===== src/hdl/gcd_mul.sv =====
module gcd_mul #(
  parameter int AW = 32,
  parameter int BW = 32,
  parameter int SHIFT = 30,
  parameter int OW = 32
) (
  input  logic          clk,
  input  logic          en,
  input  logic [AW-1:0] a,
  input  logic [BW-1:0] b,
  output logic [OW-1:0] p
);

  localparam int LA = (AW > 32) ? 32 : AW;
  localparam int HA = (AW > 32) ? AW - 32 : 1;
  localparam int LB = (BW > 32) ? 32 : BW;
  localparam int HB = (BW > 32) ? BW - 32 : 1;
  localparam int SW = AW + BW + OW + 2;
  localparam logic [SW-1:0] HALF_LSB = SW'(1) << (SHIFT - 1);

  logic [LA+HA-1:0] a_pad;
  logic [LB+HB-1:0] b_pad;
  logic [LA-1:0]    a_lo;
  logic [HA-1:0]    a_hi;
  logic [LB-1:0]    b_lo;
  logic [HB-1:0]    b_hi;
  logic [LA+LB-1:0] pp_ll;
  logic [LA+HB-1:0] pp_lh;
  logic [HA+LB-1:0] pp_hl;
  logic [HA+HB-1:0] pp_hh;
  logic [SW-1:0]    acc;
  logic [SW-1:0]    rnd;

  assign a_pad = (LA + HA)'(a);
  assign b_pad = (LB + HB)'(b);
  assign a_lo  = a_pad[LA-1:0];
  assign a_hi  = a_pad[LA+HA-1:LA];
  assign b_lo  = b_pad[LB-1:0];
  assign b_hi  = b_pad[LB+HB-1:LB];
  assign rnd   = acc + HALF_LSB;

  always_ff @(posedge clk) begin
    if (en) begin
      pp_ll <= (LA + LB)'(a_lo) * (LA + LB)'(b_lo);
      pp_lh <= (LA + HB)'(a_lo) * (LA + HB)'(b_hi);
      pp_hl <= (HA + LB)'(a_hi) * (HA + LB)'(b_lo);
      pp_hh <= (HA + HB)'(a_hi) * (HA + HB)'(b_hi);
      acc   <= SW'(pp_ll) + (SW'(pp_lh) << LB) + (SW'(pp_hl) << LA)
             + (SW'(pp_hh) << (LA + LB));
      p     <= OW'(rnd >> SHIFT);
    end
  end

endmodule


===== config.mk =====
export PLATFORM = sky130hd
export DESIGN_NAME = gcd_mul
export DESIGN_NICKNAME = d
export VERILOG_FILES = /design/src/hdl/gcd_mul.sv
export SDC_FILE = /design/constraint.sdc
export NUM_CORES = 2
export LEC_CHECK = 0
export CORE_MARGIN = 8
export CORE_UTILIZATION = 40
export CTS_CLUSTER_DIAMETER = 120
export DETAILED_ROUTE_END_ITERATION = 8
export DONT_BUFFER_PORTS = 1
export SLEW_MARGIN = 5
export SYNTH_ARGS = -nofsm -noshare
export SYNTH_HDL_FRONTEND = slang
export SYNTH_SLANG_ARGS = --single-unit

===== constraint.sdc =====
create_clock -name clk -period 7.35 [get_ports clk]
set_clock_uncertainty 0.2 [all_clocks]
set_input_delay 0 -clock clk [delete_from_list [all_inputs] [get_ports clk]]
set_output_delay 0 -clock clk [all_outputs]
set_load 0.005 [all_outputs]

==> Word-level counts from Yosys, hierarchy flattened <==
Index checks and enable logic that the tools add are counted.
{ "word_totals": {"register_bits": 156, "inputBits": 66, "out_inout_bits": 32} }
{ "classes": {"addsub": 1, "multipliers": 1} }
{ "ops": {"columns": ["op", "count"], "rows": [
  ["62-bit by 30-bit adder with 62-bit output (second input constant)", 1],
  ["32-bit by 32-bit multiplier with 62-bit output", 1]
]} }

==> Longest topological paths before layout <==
{ "depth": {"word_depth": 1, "mapped_depth": 29} }

==> Worst setup path before layout <==
OpenSTA, ideal clock, no wires.
{ "synth_timing": {"path_type": "input to register", "start": "input b[8]", "end": "register pp_ll[54], data pin", "arrival_ps": 6537, "required_ps": 6881, "slack_ps": 343, "cell_stages": 22, "path_buffers": 1, "path_cell_list": "clkbuf_1 and2_1 fa_1 fa_1 inv_1 fa_1 fa_1 fa_1 inv_1 fa_1 fa_1 fa_1 ha_1 a311o_1 a2111oi_4 o211ai_1 o21ai_2 a211oi_2 nor3_2 a21oi_2 a2111oi_0 nor3_1"} }
{ "synth_via": {"elab_chain_cells": 1} }
{ "synth_lines": {"columns": ["item", "line", "rtl"], "rows": [
  ["start, declared", "10", "input logic [BW-1:0] b,"],
  ["32-bit by 32-bit multiplier with 62-bit output", "44", "pp_ll <= (LA + LB)'(a_lo) * (LA + LB)'(b_lo);"],
  ["end signal, assigned", "44", null],
  ["end, declared", "27", "logic [LA+LB-1:0] pp_ll;"]
]} }
Every way passes these cells.
A chain may end at the register's enable or synchronous reset.

==> Worst setup path in the final report <==
{ "layout_timing": {"start": "input a[20]", "end": "register pp_ll[51], data pin"} }
{ "layout_via": {"elab_chain_cells": 1} }
{ "layout_lines": {"columns": ["item", "line", "rtl"], "rows": [
  ["start, declared", "9", "input logic [AW-1:0] a,"],
  ["32-bit by 32-bit multiplier with 62-bit output", "44", null]
]} }
Every way passes these cells.

==> impl_metrics.toml <==
[setup_path]
reg2regPathDepth = 10
crit_arrival_ns = 7.00
required_ns = 7.26
critPathKind = "in2reg"
cp-end-kind = "flip-flop"
crit_fanout = 32
worstSetupStartpointType = "input port"

[global_route]
grt_use_total = 0.194
overflow = 0
grt_max_degree = 99
grt_pass1_wl_um = 148000
grt_pass1_vias = 25872
antenna_found_initial = 3

[clock_network]
clock_sinks = 98
ctsHtreeMaxLevel = 3
cts_buffer_depth = 2
cts_tree = "done"
cts_resized = 0
cts_buffers = 9
path_clk_slew_ns = 0.08
root_buffer = "clkbuf_16"
clock_latency_ns = 0.36

[sta]
drv_slew = 0
tightest_slew_ns = 0.563
fmax_mhz = 141
fin_crit_sh = 0.965
fin_crit_ns = 7.10
final-hold-violation-count = 0
tns_ns = 0
finalSetupViolations = 0
rsz0062_at_grt = "false"
relSlewSlack = 0.625

[layout]
nFillCells = 8693
finalInstanceArea_um2 = 36500
drive_gt1_frac = 0.0158
post-route-util = 0.416
finalNetCount = 4688
area_growth_pct = 3.60

[synth]
synth.area.mux_share = 0.000284
syn-num-nets = 4845
synth-edff-count = 98
synth_top_area_share = 0.508
synth_top_family_by_area = "adder cells"
synth_xor_area_frac = 0.0171
synth_area_leader_cell = "fa_1"
synth-seq-area-share = 0.0835
synthAdderAreaFrac = 0.595
synth.area.top_cells = "fa_1, and2_1, inv_1"
synthTopCellsByCount = "fa_1, inv_1, and2_1"
yosysMostFrequentCell = "fa_1"
synth_compound_area_frac = 0.0236
avgSynthCellArea_um2 = 9.69
synthDistinctLibCells = 52
syn-cell-area_um2 = 35200
synth_cells = 3639
synth_warnings = 0
synthSimpleGateAreaFrac = 0.168
ys.flop_type = "edfxtp_1"
ys_ff_latch = 98
async_flop_share = 0

[placed_design]
place.gp.congestion = 0.861
placed_cell_area_um2 = 36200
port-buffer-count = 0
hpwl_um = 69700

[job]
drv_cap = 0

[floorplan]
die_area_um2 = 97900
core_um2 = 87800
initial_core_util = 0.401
die_y_um = 313
die_width_um = 313
pin_count = 98
std_cell_rows = 109

[worst_hold_path]
min_path_cells = 6
min_path_type = "in2reg"

[drt]
wl_per_cell_um = 19.9
viasPerCell = 5.04
drt_pass1_iterations = 5
wirelength_um = 92500
drc = 0
ant_nets = 0
drt_iter0_drc = 1319
num_vias = 23446

[status]
status = "complete, no violations"
[cell usage in the layout (no fill, tap or decap), types with 3 or more instances in the layout]
master	instances
o21ai_0	7
o211ai_1	5
nor2b_1	6
nand4_1	18
and4_1	4
nor2_1	18
nand3_1	15
clkbuf_16	9
a211oi_1	3
ha_1	246
and3_1	7
and2_1	562
buf_4	24
nor3_1	12
o21ai_1	10
inv_1	862
fa_1	894
a21o_1	21
edfxtp_1	98
a31oi_1	3
nand2_1	502
a21oi_1	40
nand2b_1	4
xnor2_1	49
a21boi_1	3
o21bai_1	3
xor2_1	20
[logic make-up (layout without fill, tap and decap cells)]
family	Yosys count	after routing
simple gates	1156	1156
fa+ha+maj	1140	1140
buf+inv	1057	905
compound gates	118	118
flops	98	98
xor+xnor	69	69
mux	1	1
other cells	0	1
[sequential cells by signal, indices dropped and copies added (netlist names)]
| register | flops |
|---|---|
| acc | 33 |
| p | 32 |
| pp_ll | 33 |
[through the flow]
| stage | hold slack [ns] | worst slack [ns] | instances |
|---|---|---|---|
| finish | 0.214 | 0.254 | 4653 |
| global route | 0.224 | 0.0697 | 4652 |
| CTS | 0.188 | 0.321 | 4652 |
| detailed placement | -0.0621 | -0.0551 | 4634 |
| global placement | -0.0655 | -0.0630 | 4634 |
| floorplan | -0.0875 | 0.343 | 3639 |
[repair_timing]
action,CTS,global route
buffers inserted,0,0
hold endpoints to repair,98,0
hold buffers,2,0
[final cells by class]
class / count / area, um2 / area share
diodes: 1 / 2.50 / 0.0000685
well taps: 1165 / 1460 / 0.0399
inverters: 862 / 3240 / 0.0886
flip-flops and latches: 98 / 2940 / 0.0806
multi-input cells: 2484 / 28300 / 0.776
clock buffers: 9 / 225 / 0.00617
repair buffers: 27 / 238 / 0.00651
clock inverters: 7 / 78.8 / 0.00216
[worst max-delay path: stages]
cell and delay (ns):
and2_1 0.17, fa_1 0.54, inv_1 0.06, fa_1 0.49
fa_1 0.44, fa_1 0.56, inv_1 0.06, fa_1 0.48
fa_1 0.60, fa_1 0.44, fa_1 0.45, ha_1 0.32
a21oi_1 0.30, a21oi_1 0.17, a2111oi_4 0.31, o211ai_1 0.17
o21ai_2 0.19, buf_12 0.16, a21boi_1 0.09, o211ai_1 0.35
nand2_1 0.15, o31ai_1 0.38, xnor2_1 0.13
[worst paths after layout]
| kind | endpoint | slack, ns | startpoint |
|---|---|---|---|
| setup / recovery | pp_ll[51] | 0.25 | a[20] |
| hold / removal | pp_ll[61] | 0.21 | a[30] |
| setup reg to reg | p[30] | 4.34 | acc[31] |
| hold reg to reg | acc[36] | 0.22 | pp_ll[36] |
[per-layer routing]
layer	track usage	up-vias	routed length (um)	part of all wire
li1	-	10162	-	-
met5	0	-	0	0
met3	0.0356	169	5840	0.063
met4	0.0590	0	3280	0.035
met2	0.336	708	46700	0.50
met1	0.246	12407	36700	0.40
Power is not shown: default switching activity piles up to over one toggle a cycle in this logic, so the estimate is an artifact.
