### src/hdl/gcd_pkg.sv
package gcd_pkg;

  localparam logic [31:0] HALF_TURN_UNITS    = 32'd3600000000;
  localparam logic [30:0] QUARTER_TURN_UNITS = 31'd1800000000;
  localparam logic [30:0] EARTH_DIAM_CM      = 31'd1274201760;
  localparam logic [30:0] HALF_CIRC_CM       = 31'd2001511444;

  function automatic logic [63:0] div_odd(input logic [63:0] p, input int unsigned k);
    logic [63:0] q;
    case (k)
      0: q = p;            1: q = p / 64'd3;    2: q = p / 64'd5;    3: q = p / 64'd7;
      4: q = p / 64'd9;    5: q = p / 64'd11;   6: q = p / 64'd13;   7: q = p / 64'd15;
      8: q = p / 64'd17;   9: q = p / 64'd19;   10: q = p / 64'd21;  11: q = p / 64'd23;
      12: q = p / 64'd25;  13: q = p / 64'd27;  14: q = p / 64'd29;  15: q = p / 64'd31;
      16: q = p / 64'd33;  17: q = p / 64'd35;  18: q = p / 64'd37;  19: q = p / 64'd39;
      20: q = p / 64'd41;  21: q = p / 64'd43;  22: q = p / 64'd45;  23: q = p / 64'd47;
      24: q = p / 64'd49;  25: q = p / 64'd51;  26: q = p / 64'd53;  27: q = p / 64'd55;
      28: q = p / 64'd57;  29: q = p / 64'd59;  30: q = p / 64'd61;
      default: q = '0;
    endcase
    return q;
  endfunction

  // arctangent of 1/5 or 1/239 in Q62 by its power series
  function automatic logic [63:0] atan_recip_q62(input bit use_239);
    logic [63:0] p;
    logic [63:0] t;
    logic [63:0] sum;
    p = use_239 ? (64'd1 << 62) / 64'd239 : (64'd1 << 62) / 64'd5;
    sum = '0;
    for (int unsigned k = 0; k < 31; k++) begin
      if (p != '0) begin
        t = div_odd(p, k);
        sum = k[0] ? sum - t : sum + t;
        p = use_239 ? p / 64'd57121 : p / 64'd25;
      end
    end
    return sum;
  endfunction

  function automatic logic [63:0] quarter_pi_q62();
    return 64'd4 * atan_recip_q62(1'b0) - atan_recip_q62(1'b1);
  endfunction

  function automatic logic [63:0] atan_q62(input int unsigned i);
    logic [63:0] v;
    logic [63:0] t;
    v = '0;
    if (i == 0) begin
      v = quarter_pi_q62();
    end else begin
      for (int unsigned k = 0; k < 31; k++) begin
        if (i * (2 * k + 1) <= 62) begin
          t = div_odd(64'd1 << (62 - i * (2 * k + 1)), k);
          v = k[0] ? v - t : v + t;
        end
      end
    end
    return v;
  endfunction

  function automatic logic [63:0] atan_entry(input int unsigned i, input int unsigned f);
    return (atan_q62(i) + (64'd1 << (61 - f))) >> (62 - f);
  endfunction

  // radians per 5e-8 degree, scaled by 2^(f+32)
  function automatic logic [63:0] rad_per_unit(input int unsigned f);
    logic [63:0] pi;
    logic [63:0] q;
    logic [63:0] r;
    pi = 64'd4 * quarter_pi_q62();
    q = pi / 64'd3600000000;
    r = pi % 64'd3600000000;
    if (f >= 30) begin
      return (q << (f - 30)) + (((r << (f - 30)) + 64'd1800000000) / 64'd3600000000);
    end
    return ((pi + (64'd3600000000 << (29 - f))) / 64'd3600000000) >> (30 - f);
  endfunction

endpackage

### src/hdl/gcd_fold.sv
module gcd_fold #(
  parameter int IW = 32,
  parameter bit SUBTRACT = 1'b1
) (
  input  logic                 clk,
  input  logic                 en,
  input  logic signed [IW-1:0] a,
  input  logic signed [IW-1:0] b,
  output logic        [30:0]   u
);
  import gcd_pkg::*;

  localparam int VW = IW + 1;
  localparam int MW = (VW > 32) ? VW : 32;

  logic signed [VW-1:0] sum;
  logic        [VW-1:0] mag;
  logic        [31:0]   red;
  logic        [MW-1:0] mag_ext;

  assign mag_ext = MW'(mag);

  always_ff @(posedge clk) begin
    if (en) begin
      sum <= SUBTRACT ? VW'(a) - VW'(b) : VW'(a) + VW'(b);
      mag <= sum[VW-1] ? VW'(-sum) : VW'(sum);
      red <= (mag_ext >= MW'(HALF_TURN_UNITS)) ? 32'(mag_ext - MW'(HALF_TURN_UNITS))
                                               : 32'(mag_ext);
      u   <= (red > 32'(QUARTER_TURN_UNITS)) ? 31'(HALF_TURN_UNITS - red) : red[30:0];
    end
  end

endmodule

### config.mk
export PLATFORM = sky130hd
export DESIGN_NAME = gcd_fold
export DESIGN_NICKNAME = d
export VERILOG_FILES = /design/src/hdl/gcd_pkg.sv /design/src/hdl/gcd_fold.sv
export SDC_FILE = /design/constraint.sdc
export NUM_CORES = 1
export LEC_CHECK = 0
export ABC_AREA = 1
export BUFFER_PORTS_ARGS = -buffer_cell sky130_fd_sc_hd__buf_2
export CORE_MARGIN = 1.5
export CORE_UTILIZATION = 45
export CTS_CLUSTER_SIZE = 14
export DETAILED_ROUTE_END_ITERATION = 10
export GPL_TIMING_DRIVEN = 1
export PLACE_DENSITY = 0.63
export RECOVER_POWER = 100
export SETUP_SLACK_MARGIN = 0.02
export SLEW_MARGIN = 30
export SYNTH_ARGS = -nofsm -noshare
export SYNTH_HDL_FRONTEND = slang
export SYNTH_SLANG_ARGS = --single-unit
### constraint.sdc
create_clock -name clk -period 3 [get_ports clk]
set_clock_uncertainty 0.2 [all_clocks]
set_input_delay 0.15 -clock clk [delete_from_list [all_inputs] [get_ports clk]]
set_output_delay 0.15 -clock clk [all_outputs]
set_load 0.05 [all_outputs]
Word-level counts from Yosys, hierarchy flattened
Index checks and enable logic that the tools add are counted.
- $lt $le $gt $ge: 2
- mux-type cells: 3
- add/sub/neg operators: 4
- operators with widths (cell ; number):
    32-bit 2-to-1 mux ; 2
    33-bit by 32-bit greater-or-equal comparator with 1-bit output, second input constant ; 1
    33-bit negation ; 1
    32-bit by 32-bit subtractor with 33-bit output ; 1
    32-bit by 31-bit greater-than comparator with 1-bit output, second input constant ; 1
    32-bit subtractor, second input constant ; 1
    31-bit 2-to-1 mux ; 1
    31-bit subtractor, first input constant ; 1
- word-level logic and storage cells: 14
- output and inout port bits: 31
- register bits after elaboration: 129
- input port bits: 66

Depth between registers and ports, before layout
- word-level depth: 2
- mapped depth: 13
- gate-level depth less buffers: 13

Worst setup path before layout
Ideal clock, no wire load.
- path kind: reg-to-reg
- start: register red[0]
- end: register u[4] (data pin)
- required time: 2.548 ns
- data arrival time: 1.644 ns
- period minus slack after synthesis: 2.096 ns
- cell stages (with the launch flop): 13
- setup slack: 0.904 ns
- buffers on the path: 1
- setup time: 0.252 ns
- path through: edfxtp_1 -> inv_1 -> ha_1 -> nand2_1 -> nor2_4 -> nand2_2 -> nor2_4 -> nand3_4 -> nand2_4 -> inv_2 -> buf_2 -> nand2_1 -> nand2_1
- cells in the longest elaborated chain, start to end: 2
- elaborated cells on any way between the ends: 3
- classes of those cells: 1 x add/sub; 1 x order compare; 1 x mux
- ends and longest elaborated chain (item ; RTL line ; source):
    start: declaration ; gcd_fold.sv:18 ; logic [31:0] red;
    start signal: assignment ; gcd_fold.sv:27 ; red <= (mag_ext >= MW'(HALF_TURN_UNITS)) ? 32'(mag_ext - MW'(HALF_TURN_UNITS))
    31-bit subtractor or 32-bit by 31-bit greater-than comparator with 1-bit output (tied branches) ; gcd_fold.sv:29 ; u <= (red > 32'(QUARTER_TURN_UNITS)) ? 31'(HALF_TURN_UNITS - red) : red[30:0];
    31-bit 2-to-1 mux * ; gcd_fold.sv:29 ;
    end signal: assignment ; gcd_fold.sv:29 ;
    end: declaration ; gcd_fold.sv:9 ; output logic [30:0] u
Mark *: on every way between the ends. The rest lies on a longest branch, timed or not.
A chain may end at the register's enable or synchronous reset.

Worst setup path after layout
- start: register red[0]
- end: register u[21] (data pin)
Same word-level chain as after synthesis.

==> impl_metrics.ini <==
[outcome]
outcome = finished with violations
violations = max-capacitance violations, max-slew violations

[floorplanning]
design.die.area_um2 = 23800
start_util_pct = 45.6
ios = 97
rows = 55
die_height_um = 154
core_area_um2 = 22600
dieWidth_um = 154

[placement]
placed_area_um2 = 11100
gp_congestion = 0.957
place_hpwl_um = 22400
io_buffers = 96
place_inst = 1915

[power_and_ir_drop]
intPower_mw = 4.38
p_clk_share_pct = 32.0
pwr-share-comb_pct = 29.5
ir_drop_mv = 0.408
switchingPower_mw = 2.39
power_frac_seq_pct = 38.5
power.total_mw = 6.76
powerDensity_nw_per_um2 = 577
switching_share_pct = 35.3
p_leak_nw = 5.92

[clocking]
cts_tree = done
h-tree-depth = 4
cts_resized = 0
cts_root_buffer = clkbuf_16
cts_setup_buffers = 0
cts_hold_buffers = 4
cts_inserted_buffers = 17
path_clk_slew_ns = 0.06
clock_path_buffers = 2
cts_num_sinks = 129
clk_latency_ns = 0.42

[route]
drt_first_pass_iters = 6
ant_nets = 0
wl_um = 26900
drt-initial-drc-count = 381
viasPerCell = 4.89
via_count = 9546
wire_per_inst_um = 13.8
drc = 0

[job]
maxCapViolations = 1

[synthesis]
ys_seq_area_share_pct = 37.6
syn_inst = 1541
syn-mean-instance-area_um2 = 6.68
ys_seq_elements = 129
synth_ff_type = edfxtp_1
ys_top_cells_by_area = edfxtp_1 38%, nand2_1 22%, inv_1 8.9%
synth_edf_count = 129
synth_area_leader_cell = edfxtp_1
netlist_area_um2 = 10300
ys_types = 33
netlist.area_leader.share_pct = 37.6
yosysWarnings = 0
async_flop_share_pct = 0
synth_fp_nets = 1644

[grt]
antenna_found_initial = 0
grt_start_max_net_pins = 46
grt_usage_pct = 23.4
grt_overflow_total = 0
grt_pass1_wl_um = 43400
grt_pass1_vias = 9189

[min_path]
min_path_cells = 4
hp-start = b[2]
hp-class = input port to register
holdPathEnd = sum[2]

[layout]
drive_gt1_share_pct = 7.26
area_growth_pct = 13.7
fill_cells = 2297
multi_input_area_um2 = 5370
final_cells = 1951
diodes = 0
nets = 1756
final_common_cell = nand2_1
final_area_um2 = 11700
most-common-layout-cells = 599 x nand2_1, 243 x inv_1, 201 x nor2_1, 129 x edfxtp_1, 114 x nand3_1
ff_latch_area_um2 = 3870

[worst_setup_path]
critPathMaxStageDelay_ns = 0.37
critPathKind = register to register
path_common_cell = nand2_1
critPathBufInv = 2
path_max_fanout = 21
cp_slowest_cell = edfxtp_1
r2r_start = red[0]
reg2regPathDepth = 11
end_kind = register
reg2reg_to = u[21]
crit_path_start = red[0]
cp.arrival_ns = 2.55
cp.required_ns = 2.96
critPathLaunchType = register
crit_chain = inv_1, ha_1, nand2_1, nor2_4, nand2_1, nor2_4, nand3_4, nand2_4, inv_2, nand2_1, nand2_1
cp_top_family = simple AND/OR/NAND/NOR gates
reg2reg_slack_ns = 0.41

[sta]
fin_crit_ns = 2.59
tns_ns = 0
slew_viol_final = 45
setup_violations = 0
hold_viol_final = 0
relSlewSlack_pct = -54.4
post-route-period-util_pct = 86.2
fmax_mhz = 387
rsz0062_at_grt = false
tightest_slew_ns = 2.32
cells in the mapped netlist, drive strengths merged (3+ instances only):
library cell / instances
nand2: 601
inv: 246
nor2: 206
edfxtp: 129
nand3: 117
xor2: 46
a21oi: 38
o21ai: 38
ha: 36
nand4: 22
buf: 14
nor3: 12
o21bai: 9
xnor2: 9
clkbuf: 4
or2: 4
a31oi: 3
nand3b: 3
flip-flops by register name (all words and copies together), names as in the netlist:
signal and cells:
mag 33, sum 33, red 32, u 31
power groups by stage:
stage               registers (mW)  logic (mW)  clock network (mW)
global placement              2.63        2.00                   0
floorplan                     2.80        1.29                   0
CTS                           2.60        2.03                2.21
detailed placement            2.64        2.01                   0
finish                        2.60        2.00                2.16
global route                  2.64        2.27                2.28
worst register-to-register path, delay by kind of cell, from the launching register on:
kind / cells / cell delay, ns
adders and majority gates: 1 / 0.27
buffers and inverters: 2 / 0.35
DFF: 1 / 0.37
and+or+nand+nor: 8 / 1.15
metal layers:
| metal | share of wire (%) | up-vias | track usage (%) | wire length [µm] |
|---|---|---|---|---|
| met5 | 0 | - | 0 | 0 |
| met4 | 6.4 | 0 | 16.0 | 1720 |
| met3 | 2.7 | 96 | 2.61 | 719 |
| met1 | 39 | 4134 | 23.7 | 10400 |
| met2 | 52 | 246 | 45.0 | 14000 |
| li1 | - | 5070 | - | - |
per-stage QoR:
stage	setup slack [ns]	hold slack [ns]	utilization, %
4_1_cts	0.416	0.0389	52.2
5_1_grt	0.186	0.0561	51.9
6_report	0.414	0.0571	51.9
3_3_place_gp	0.475	0.232	49.3
3_5_place_dp	0.418	0.233	49.3
2_1_floorplan	0.904	0.0625	-
cells by family after synthesis:
group                      count (synthesis)  share of synthesized area [%]
xor gates and xnor gates                  55                           4.68
and+or+nand+nor                          967                           38.4
DFF                                      129                           37.6
adders and majority gates                 37                           4.57
buffers and inverters                    265                           10.1
AOI/OAI and AO/OA                         88                           4.68
final cells by class:
type	count	area share, %
Multi-Input combinational cell	1147	45.8
Sequential cell	129	33.1
Inverter	247	7.91
Timing Repair Buffer	111	4.88
Clock buffer	20	3.73
Tap cell	285	3.04
Clock inverter	12	1.55
worst max-delay path by stage:
| stage | end | cells past startpoint |
|---|---|---|
| global placement | red[16] | 11 |
| detailed placement | u[24] | 11 |
| finish | u[21] | 11 |
| CTS | u[21] | 11 |
| floorplan | u[4] | 12 |
| global route | mag[27] | 8 |
Power figures use the tool's default switching activity.
