==> config.mk <==
export PLATFORM = sky130hd
export DESIGN_NAME = gcd_cell
export DESIGN_NICKNAME = d
export VERILOG_FILES = /design/src/hdl/gcd_cell.sv
export SDC_FILE = /design/constraint.sdc
export NUM_CORES = 1
export LEC_CHECK = 0
export BUFFER_PORTS_ARGS = -buffer_cell sky130_fd_sc_hd__buf_4
export CAP_MARGIN = 15
export CORE_ASPECT_RATIO = 0.8
export CORE_MARGIN = 3
export CORE_UTILIZATION = 50
export CTS_CLUSTER_SIZE = 40
export DETAILED_ROUTE_END_ITERATION = 8
export PLACE_DENSITY = 0.81
export SYNTH_ARGS = -nofsm -noshare
export SYNTH_HDL_FRONTEND = slang
export SYNTH_SLANG_ARGS = --single-unit
==> constraint.sdc <==
create_clock -name clk -period 4.25 [get_ports clk]
set_input_delay 0.85 -clock clk [delete_from_list [all_inputs] [get_ports clk]]
set_output_delay 0.85 -clock clk [all_outputs]
set_load 0.01 [all_outputs]
==> src/hdl/gcd_cell.sv <==
module gcd_cell #(
  parameter int XW = 35,
  parameter int ZW = 33,
  parameter int SHIFT = 0,
  parameter bit VECTORING = 1'b0,
  parameter logic [63:0] ANGLE = 64'd0
) (
  input  logic                 clk,
  input  logic                 en,
  input  logic signed [XW-1:0] x_in,
  input  logic signed [XW-1:0] y_in,
  input  logic signed [ZW-1:0] z_in,
  output logic signed [XW-1:0] x_out,
  output logic signed [XW-1:0] y_out,
  output logic signed [ZW-1:0] z_out
);

  localparam logic signed [ZW-1:0] STEP = ANGLE[ZW-1:0];

  logic signed [XW-1:0] xs;
  logic signed [XW-1:0] ys;
  logic                 ccw;

  always_comb begin
    xs = x_in >>> SHIFT;
    ys = y_in >>> SHIFT;
    if (VECTORING) begin
      ccw = y_in[XW-1] || (y_in == '0);
    end else begin
      ccw = !z_in[ZW-1];
    end
  end

  always_ff @(posedge clk) begin
    if (en) begin
      x_out <= ccw ? x_in - ys : x_in + ys;
      y_out <= ccw ? y_in + xs : y_in - xs;
      z_out <= ccw ? z_in - STEP : z_in + STEP;
    end
  end

endmodule

After elaboration in Yosys (flattened, before gate mapping)
Index checks and enable logic that the tools add are counted. Widths: inputs -> output; s select.

Bits in registers: 103. Bits in latches: 0. Memory bits (read-only): 0. Memories: 0. Bits of input ports: 105. Logic and storage cells: 8. RAM bits: 0.

Bitwise logic cells: 0. Div/mod/pow operators: 0. Reductions and logical operators: 0. Shift-type cells: 0. Add/subtract/negate cells: 3. Multipliers: 0. Order comparisons: 0. Muxes and demuxes: 2. Equality and inequality tests: 0.

Operators with widths (count): $mux 35 (2); $sub 35x35->35 (2); $add 35x35->35 (1).

Logic depth before layout (Yosys ltp)
Gate-level depths: netlist of run 1.

Depth after elaboration: 2. Depth in mapped cells: 13. Gate-level depth less buffers: 12.

Worst setup path before layout of run 1
No wires, ideal clock.

Kind: in2reg. From: input port x_in[0]. To: register y_out[22], data pin. Slack: 0.888 ns. Stages: 12. Library setup time: 0.272 ns. Required time: 3.978 ns. Arrival: 3.090 ns. Cells stage by stage: ha_1 > inv_1 > fa_1 > o21ba_2 > nor4_1 > o2111ai_1 > a21oi_1 > nor2_1 > o21bai_1 > a21o_1 > o41ai_1 > or4_1.

Word-level cells in the longest chain between the ends: 2. Elaborated cells on any way between the ends: 3.

Ends and longest elaborated chain: start, declared (RTL line 10) `input logic signed [XW-1:0] x_in,`; $add 35x35->35 or $sub 35x35->35 (tied branches) (RTL line 37) `y_out <= ccw ? y_in + xs : y_in - xs;`; $mux 35 (*) (RTL line 37); end signal, assigned (RTL line 37); end, declared (RTL line 14) `output logic signed [XW-1:0] y_out,`.

Mark *: on every way between the ends. The rest lies on a longest branch, timed or not. A chain may end at the register's enable or synchronous reset.

Final worst setup path of run 1
From: input port x_in[15]. To: register y_out[29], data pin.

The elaborated chain is that of the path after synthesis.

==> impl_summary.md, run 1 <==
Synthesis
Summing every instance area after synthesis gives ~9000 sq um. The post-synthesis compound-gate area fraction is between 20% and 30%. The parity-gate share of the synthesized area counting xor and xnor cells is around 6.3%. Counting flops with a built-in enable in the synthesized netlist gives 102.

After technology mapping, the gate count stands at 1022. Synthesis produced a netlist with a net count of ~1.2k. Of the post-synthesis cell area, the part taken by muxes is approximately 1.8%. The combinational family with the most area after synthesis is compound AO/OA/AOI/OAI gates. The Yosys step of the flow raised 0 warnings.

Synthesis inferred 102 register bits. Synthesis instantiated 70 different standard cells from the library. In the synthesized netlist the async set-or-reset flop fraction comes to 0%. Of the synthesized area, sequential elements account for about 34%. The post-synthesis share of cell area spent on and, or, nand and nor gates is 13.2%.

For this run, the leading register cell type out of synthesis is edfxtp_1. After Yosys synthesis, full adders, half adders and majority gates account for 15.0% of the synthesized area. Dividing the synthesized area by the synthesized cell count gives 8.88 sq um.

Power and ir drop
The part of the total power dissipated in combinational logic is 38.4%. Internal power comes to 2.30 mW. For this design the ratio of total power to cell area is ~320 nW/um^2.

Registers are responsible for 37.6% of the overall power. Net switching is a little over a third of the power. For this design the static power due to leakage is between 4 and 5 nW. For this design the total switching power over the nets is ~1.3 mW. The part of the power in the clock network is approximately a quarter.

IR analysis of the VDD net gives a maximum drop of approximately 0.00020 V.

Detailed routing
The total detailed-routing wirelength is 28600 um. After the first detailed-routing iteration, the DRC count stood at about 1k. The post-route DRC violation count is 0. After detailed routing, the average wire length per cell comes to about 20 um. The remaining number of nets flagged by the antenna check after routing is 0. Using the TritonRoute via totals, the vias-per-cell ratio works out to 5.93. For this run, the detailed router's first-pass iteration total came to 6. The number of vias after detailed routing is roughly 8.5k.

Cells and area
The antenna diode count is 0. The number of fill cells is between 1.5k and 2k. The core utilization of the finished layout is between 60% and 70%. The area of all placed cells without fillers is between 10000 and 15000 sq um. Summing all multi-input logic gate instances after layout gives around 5400 sq um. The area overhead of the layout relative to synthesis is 23.2%. After the last flow step, the layout net total stands at 1423. The final non-filler cell total is about 1.4k. The most common cell after layout, fill and taps aside is buf_4. In the layout the commonest cells are buf_4, a21oi_1, ha_1, inv_1, edfxtp_1.

The share of layout cells above drive strength 1 is a little over a fifth. The sequential cell area in the final layout is roughly 3100 sq um.

Clock network
The clock tree from TritonCTS is yes. The root buffer cell is clkbuf_16. The clock transition at the register clock pins on the worst setup and hold paths after CTS is about 0.08 ns. The number of instances resized during post-cts repair is 0. After clock tree synthesis, the setup repair step added 0 buffers. Buffers inserted to repair hold after CTS numbered 0. Buffers inserted during clock tree synthesis total 9. The clock tree synthesis step divided the H-tree into 3 levels.

The clock tree buffer depth is 2. The clock drives a little over 100 sinks.

Die
Row generation in the floorplan step produced 43 rows. From left edge to right edge, the die measures 157 um. The core region is 17500 sq um.

In this run the count of I/O pins placed on the die edge is 208. The die is approximately 130 um tall. The effective utilization at floorplan is between 50% and 60%.

The floorplan die area is around 20000 sq um.

Min path
The cell depth of the worst min-delay path is 1. The path with the worst hold slack has its endpoint at z_out[14]. The type of the tightest min-delay check is in -> reg. The worst hold path begins at z_in[14].

Worst setup path
STA puts the critical path data required time at approximately 4.3 ns. STA classifies the critical path startpoint as an input pin. The maximum fanout encountered on the critical timing path is 16. STA classifies the critical path endpoint as a register.

STA puts the critical path data arrival time at ~4.3 ns. The kind of critical path is in -> reg.

Global routing
The maximum number of pins on one net before global-route repair is 73. The initial antenna violation count is 0. The global-route wire length before repair is between 40000 and 50000 um.

The via count of the first global-routing pass is 7943. The total congestion overflow is 0. Global routing consumed, over all layers together, between 20% and 30% of the routing resources.

Placement
The half-perimeter wire length after detailed placement is between 20000 and 25000 um. The final weighted congestion of routability-driven global placement is roughly 0.99. Port buffering added 207 buffers. The number of placed cells counting well taps is 1425. The cell area reported after detailed placement is ~11000 sq um.

STA
Dividing the final minimum period by the clock period gives 98.6%. The worst pin sits at a relative slew slack of a little under half. Setup repair after global routing left no endpoint under its margin. Setup violations remaining at the end of the flow were counted as 0.

Based on the critical path, the design can be clocked at up to ~0.24 GHz. The clock period minus final worst setup slack is about 4.2 ns. The final hold violation count is 0. The number of max-slew violations in the final report is 0. For the pin with the worst max-slew slack, the measured transition is around 0.8 ns.

Status
The run finished with clean final reports.

Flow run
The tool flagged a number of max-cap violations equal to 0.
==> power groups by stage <==
stage | sequential, mW | clock, mW | combinational (mW)
after floorplan | 1.43 | 0 | 0.699
after global placement | 1.37 | 0 | 1.35
after detailed placement | 1.38 | 0 | 1.35
after CTS | 1.35 | 0.876 | 1.36
after global routing | 1.36 | 0.915 | 1.49
final | 1.35 | 0.862 | 1.38
==> synthesized netlist by cell type (14+ instances only) <==
master | number | share of area (%)
mux2i_1 | 16 | 1.8
clkbuf_1 | 23 | 0.95
ha_1 | 104 | 14
o21bai_1 | 27 | 2.2
xnor2_1 | 52 | 5.0
edfxtp_1 | 102 | 34
nand2_1 | 55 | 2.3
inv_1 | 102 | 4.2
nor2_1 | 78 | 3.2
a21o_1 | 22 | 1.8
nor3_1 | 29 | 1.6
buf_2 | 14 | 0.77
a21oi_1 | 114 | 6.3
o21ai_0 | 68 | 3.8
==> area by class of cell <==
class | count | share of cell area, %
multi-input cells | 763 | 48.3
well taps | 225 | 2.52
repair buffers | 229 | 15.4
inverters | 106 | 3.56
clock buffers | 9 | 2.02
flip-flops and latches | 102 | 27.4
clock inverters | 7 | 0.817
==> registers in the layout, summed over array words and instances (netlist names) <==
signal and flops:
y_out 34, x_out 35, z_out 33
==> metrics by stage <==
| step | setup slack (ns) | power (mW) | hold WS [ns] | TNS (ns) |
|---|---|---|---|---|
| global route | 0.0908 | 3.77 | 0.642 | 0 |
| global placement | -0.0697 | 2.72 | 1.03 | -0.0697 |
| floorplan | 0.888 | 2.13 | 0.949 | 0 |
| finish | 0.0585 | 3.59 | 0.661 | 0 |
| detailed placement | -0.0603 | 2.73 | 1.03 | -0.0603 |
| CTS | 0.299 | 3.59 | 0.650 | 0 |
==> kinds of logic (layout without fill, tap and decap cells) <==
kind of cell               Yosys count  count (layout)
xor gates and xnor gates            65              65
DFF                                102             102
buffers and inverters              157             351
and+or+nand+nor                    248             248
adders and majority gates          107             107
AOI/OAI and AO/OA                  327             327
muxes                               16              16
==> worst max-delay path by stage <==
| stage | start | to | slack, ns | cells after the start |
|---|---|---|---|---|
| after floorplan | x_in[0] | y_out[22] | 0.89 | 12 |
| after global placement | x_in[15] | y_out[29] | -0.07 | 12 |
| after detailed placement | x_in[15] | y_out[29] | -0.06 | 12 |
| after CTS | x_in[15] | y_out[29] | 0.30 | 12 |
| after global routing | x_in[15] | y_out[29] | 0.09 | 12 |
| final | x_in[15] | y_out[29] | 0.06 | 12 |
==> routing by layer <==
layer	share of wire, %	GRT usage (%)
met5	0	0
met1	44	41.1
met2	43	41.7
met3	11	6.99
met4	1.8	5.82
==> worst max-delay path, stage by stage <==
cell and delay, ns:
buf_4 0.09, inv_1 0.04, ha_1 0.61, nand4_1 0.26, nor3_1 0.64, o2111ai_1 0.33
nand2_1 0.25, a211oi_1 0.13, o31a_1 0.39, o311ai_0 0.39, o21ai_1 0.14, xnor2_1 0.16
(Power assumes the default switching activity.)
==> inputs of run 2 (changes only) <==
Settings changed: CORE_ASPECT_RATIO 0.8 to 1.2.
==> run 2 against run 1 <==
First-iteration DRC count fell by 36%. Via count is 1.3% lower. Flip-flop and latch count unchanged. Power decreased by 0.44%. Clock power down 1%. Utilization shrank 0.12 points. Critical path depth is the same. Sequential power about the same. Design area rose by 0.38%. Worst setup slack gained 0.27 ns. Count of clock-buffer cells in the layout unchanged. Critical endpoint unchanged.
==> impl_summary.md, run 2 (same netlist as run 1, synthesis figures left out) <==
Cells and area
The flip-flop count of the largest register, all copies and words added is 35 (unchanged). The most common cell after layout, fill and taps aside is buf_4 (unchanged). The share of layout cells above drive strength 1 was 22.0% (was 21.4%). Most used cells in the layout excluding fill and tap cells: buf_4, a21oi_1, ha_1, inv_1, edfxtp_1 (unchanged). The net total in the final layout is 1432 (was 1423). Registers with the most flip-flops: x_out x35, y_out x34, z_out x33 (unchanged). The antenna diode count is 0 (unchanged). The number of fill cells is 1595 (was 1521). The area overhead of the layout relative to synthesis is 23.6% (was 23.2%). The register with the most flip-flops is x_out (unchanged).

Worst setup path
The required time of the worst setup path was 4.35 ns (was 4.34 ns). The worst endpoint data arrival time is 4.02 ns (was 4.28 ns). The critical-path cell with the highest stage delay is ha_1 (was nor3_1). The maximum fanout encountered on the critical timing path is 16 (unchanged).

The nature of the critical path startpoint is an input pin (unchanged). The largest incremental delay on the critical path is 0.62 ns (was 0.64 ns). The kind of critical path is in -> reg (unchanged). The kind of end point of the critical path is a register (unchanged). Ordered list of cells on the worst path: buf_4, inv_1, ha_1, nand4_1, nor3_1, o2111ai_1, nand2_1, a211oi_1, o31a_1, o311ai_0, o21ai_1, xnor2_1 (unchanged).

Detailed routing
The vias per cell is 5.83 (was 5.93). The remaining number of nets flagged by the antenna check after routing is 0 (unchanged). The per-cell routed wire length is 19.9 um (was 19.8 um). The number of vias after detailed routing is 8424 (was 8538).

The post-route DRC violation count was 0 (unchanged). The total detailed-routing wirelength was 28700 um (was 28600 um). The count of TritonRoute iterations in the first routing pass is 5 (was 6).

The number of DRC markers after the initial detailed-route iteration came to 660 (was 1024).

Global routing
The global-route wire length before repair is 44400 um (was 43600 um). The global-route usage over all layers is 28.2% (was 27.9%). The initial antenna violation count is 0 (unchanged). The maximum number of pins on one net before global-route repair was 88 (was 73). The via count of the first global-routing pass is 8323 (was 7943). The total congestion overflow was 0 (unchanged).

Die
The count of pins on the block boundary is 208 (unchanged). The width of the chip is 129 um (was 157 um). The effective utilization at floorplan is 51.4% (was 51.7%). The core area is 17600 sq um (was 17500 sq um). The die extent in y is 154 um (was 126 um). The floorplan die area is 19800 sq um (about the same).

The number of rows created at floorplan is 53 (was 43).

Clock network
The CTS buffer count is 9 (unchanged). The total setup buffers inserted after CTS was 0 (unchanged). The root buffer cell is clkbuf_16 (unchanged). The clock transition at the register clock pins on the worst setup and hold paths after CTS is 0.08 ns (about the same).

The number of instances resized during post-cts repair was 0 (unchanged). The maximum level of the CTS H-tree is 3 (unchanged). The CTS sink count is 102 (unchanged). The number of hold-repair buffers added at the cts stage is 0 (unchanged). The clock tree from TritonCTS is yes (unchanged).

The clock tree buffer depth is 2 (unchanged).

STA
The clock period minus final worst setup slack is 3.92 ns (was 4.19 ns). The relative max-transition margin is 39.0% (was 47.3%). The worst slack on hold paths was 0.660 ns (was 0.661 ns). The number of endpoints failing setup at the final stage came to 0 (unchanged). The number of max-slew violations in the final report came to 0 (unchanged). Setup repair after global routing missed its margin: false (unchanged). The slew of the pin with the lowest slew margin is 0.915 ns (was 0.791 ns).

The post-route clock period utilization is 92.3% (was 98.6%). The achievable frequency is 0.255 GHz (was 0.239 GHz). The final hold violation count is 0 (unchanged).

The sum of negative setup slack is 0 ns (unchanged).

Power and ir drop
The static power due to leakage came to 4.99 nW (was 4.96 nW). The power per standard cell area is 319 nW/um^2 (was 322 nW/um^2). The worst IR drop on VDD is 0.000200 V (about the same).

Placement
The half-perimeter wire length after detailed placement is 23100 um (about the same). The final weighted congestion of routability-driven global placement came to 0.961 (was 0.987). The count of input and output buffers is 207 (unchanged).

Min path
The type of the tightest min-delay check is in -> reg (unchanged).

Status
Outcome: completed (unchanged).

Flow run
The number of violations of the max-capacitance limit is 0 (unchanged).
## run 2: area by class of cell
| type | instances | area (sq um) | area share (%) |
|---|---|---|---|
| repair buffers | 238 | 1790 | 15.9 |
| clock buffers | 9 | 225 | 2.01 |
| clock inverters | 7 | 72.6 | 0.647 |
| well taps | 220 | 275 | 2.45 |
| flip-flops and latches | 102 | 3060 | 27.3 |
| inverters | 106 | 398 | 3.55 |
| multi-input cells | 763 | 5400 | 48.1 |
## run 2: final timing paths
| check | from | endpoint | slack, ns | cells after the start |
|---|---|---|---|---|
| setup / recovery | x_in[15] | y_out[29] | 0.33 | 12 |
| hold / removal | z_in[20] | z_out[20] | 0.66 | 1 |
## run 2: power by group
part           internal, mW  total, mW  switching, mW
sequential             1.30       1.35         0.0494
combinational         0.592       1.38          0.787
clock                 0.417      0.852          0.435
total                  2.31       3.58           1.27
## run 2: metal layers
metal | vias up | track usage (%) | part of all wire, %
met5 | - | 0 | 0
met4 | 0 | 8.90 | 2.7
met3 | 55 | 4.34 | 6.7
met2 | 390 | 49.1 | 50
met1 | 3937 | 35.7 | 41
li1 | 4042 | - | -
## run 2: critical path, delay by kind of cell
family                   cells  cell delay (ns)
AO/OA/AOI/OAI                5             1.23
AND/OR/NAND/NOR              3             1.01
adder cells (fa/ha/maj)      1             0.62
XOR/XNOR                     1             0.17
buffers and inverters        2             0.13
## run 2: per-stage QoR
step	cell area, sq um	utilization, %	total power [mW]	instances	setup slack [ns]
floorplan	9070	-	2.13	1022	0.888
global placement	10900	61.9	2.72	1429	-0.106
detailed placement	10900	61.9	2.74	1429	0.0503
CTS	11200	63.6	3.59	1445	0.412
global route	11200	63.6	3.76	1445	0.112
finish	11200	63.6	3.58	1445	0.327
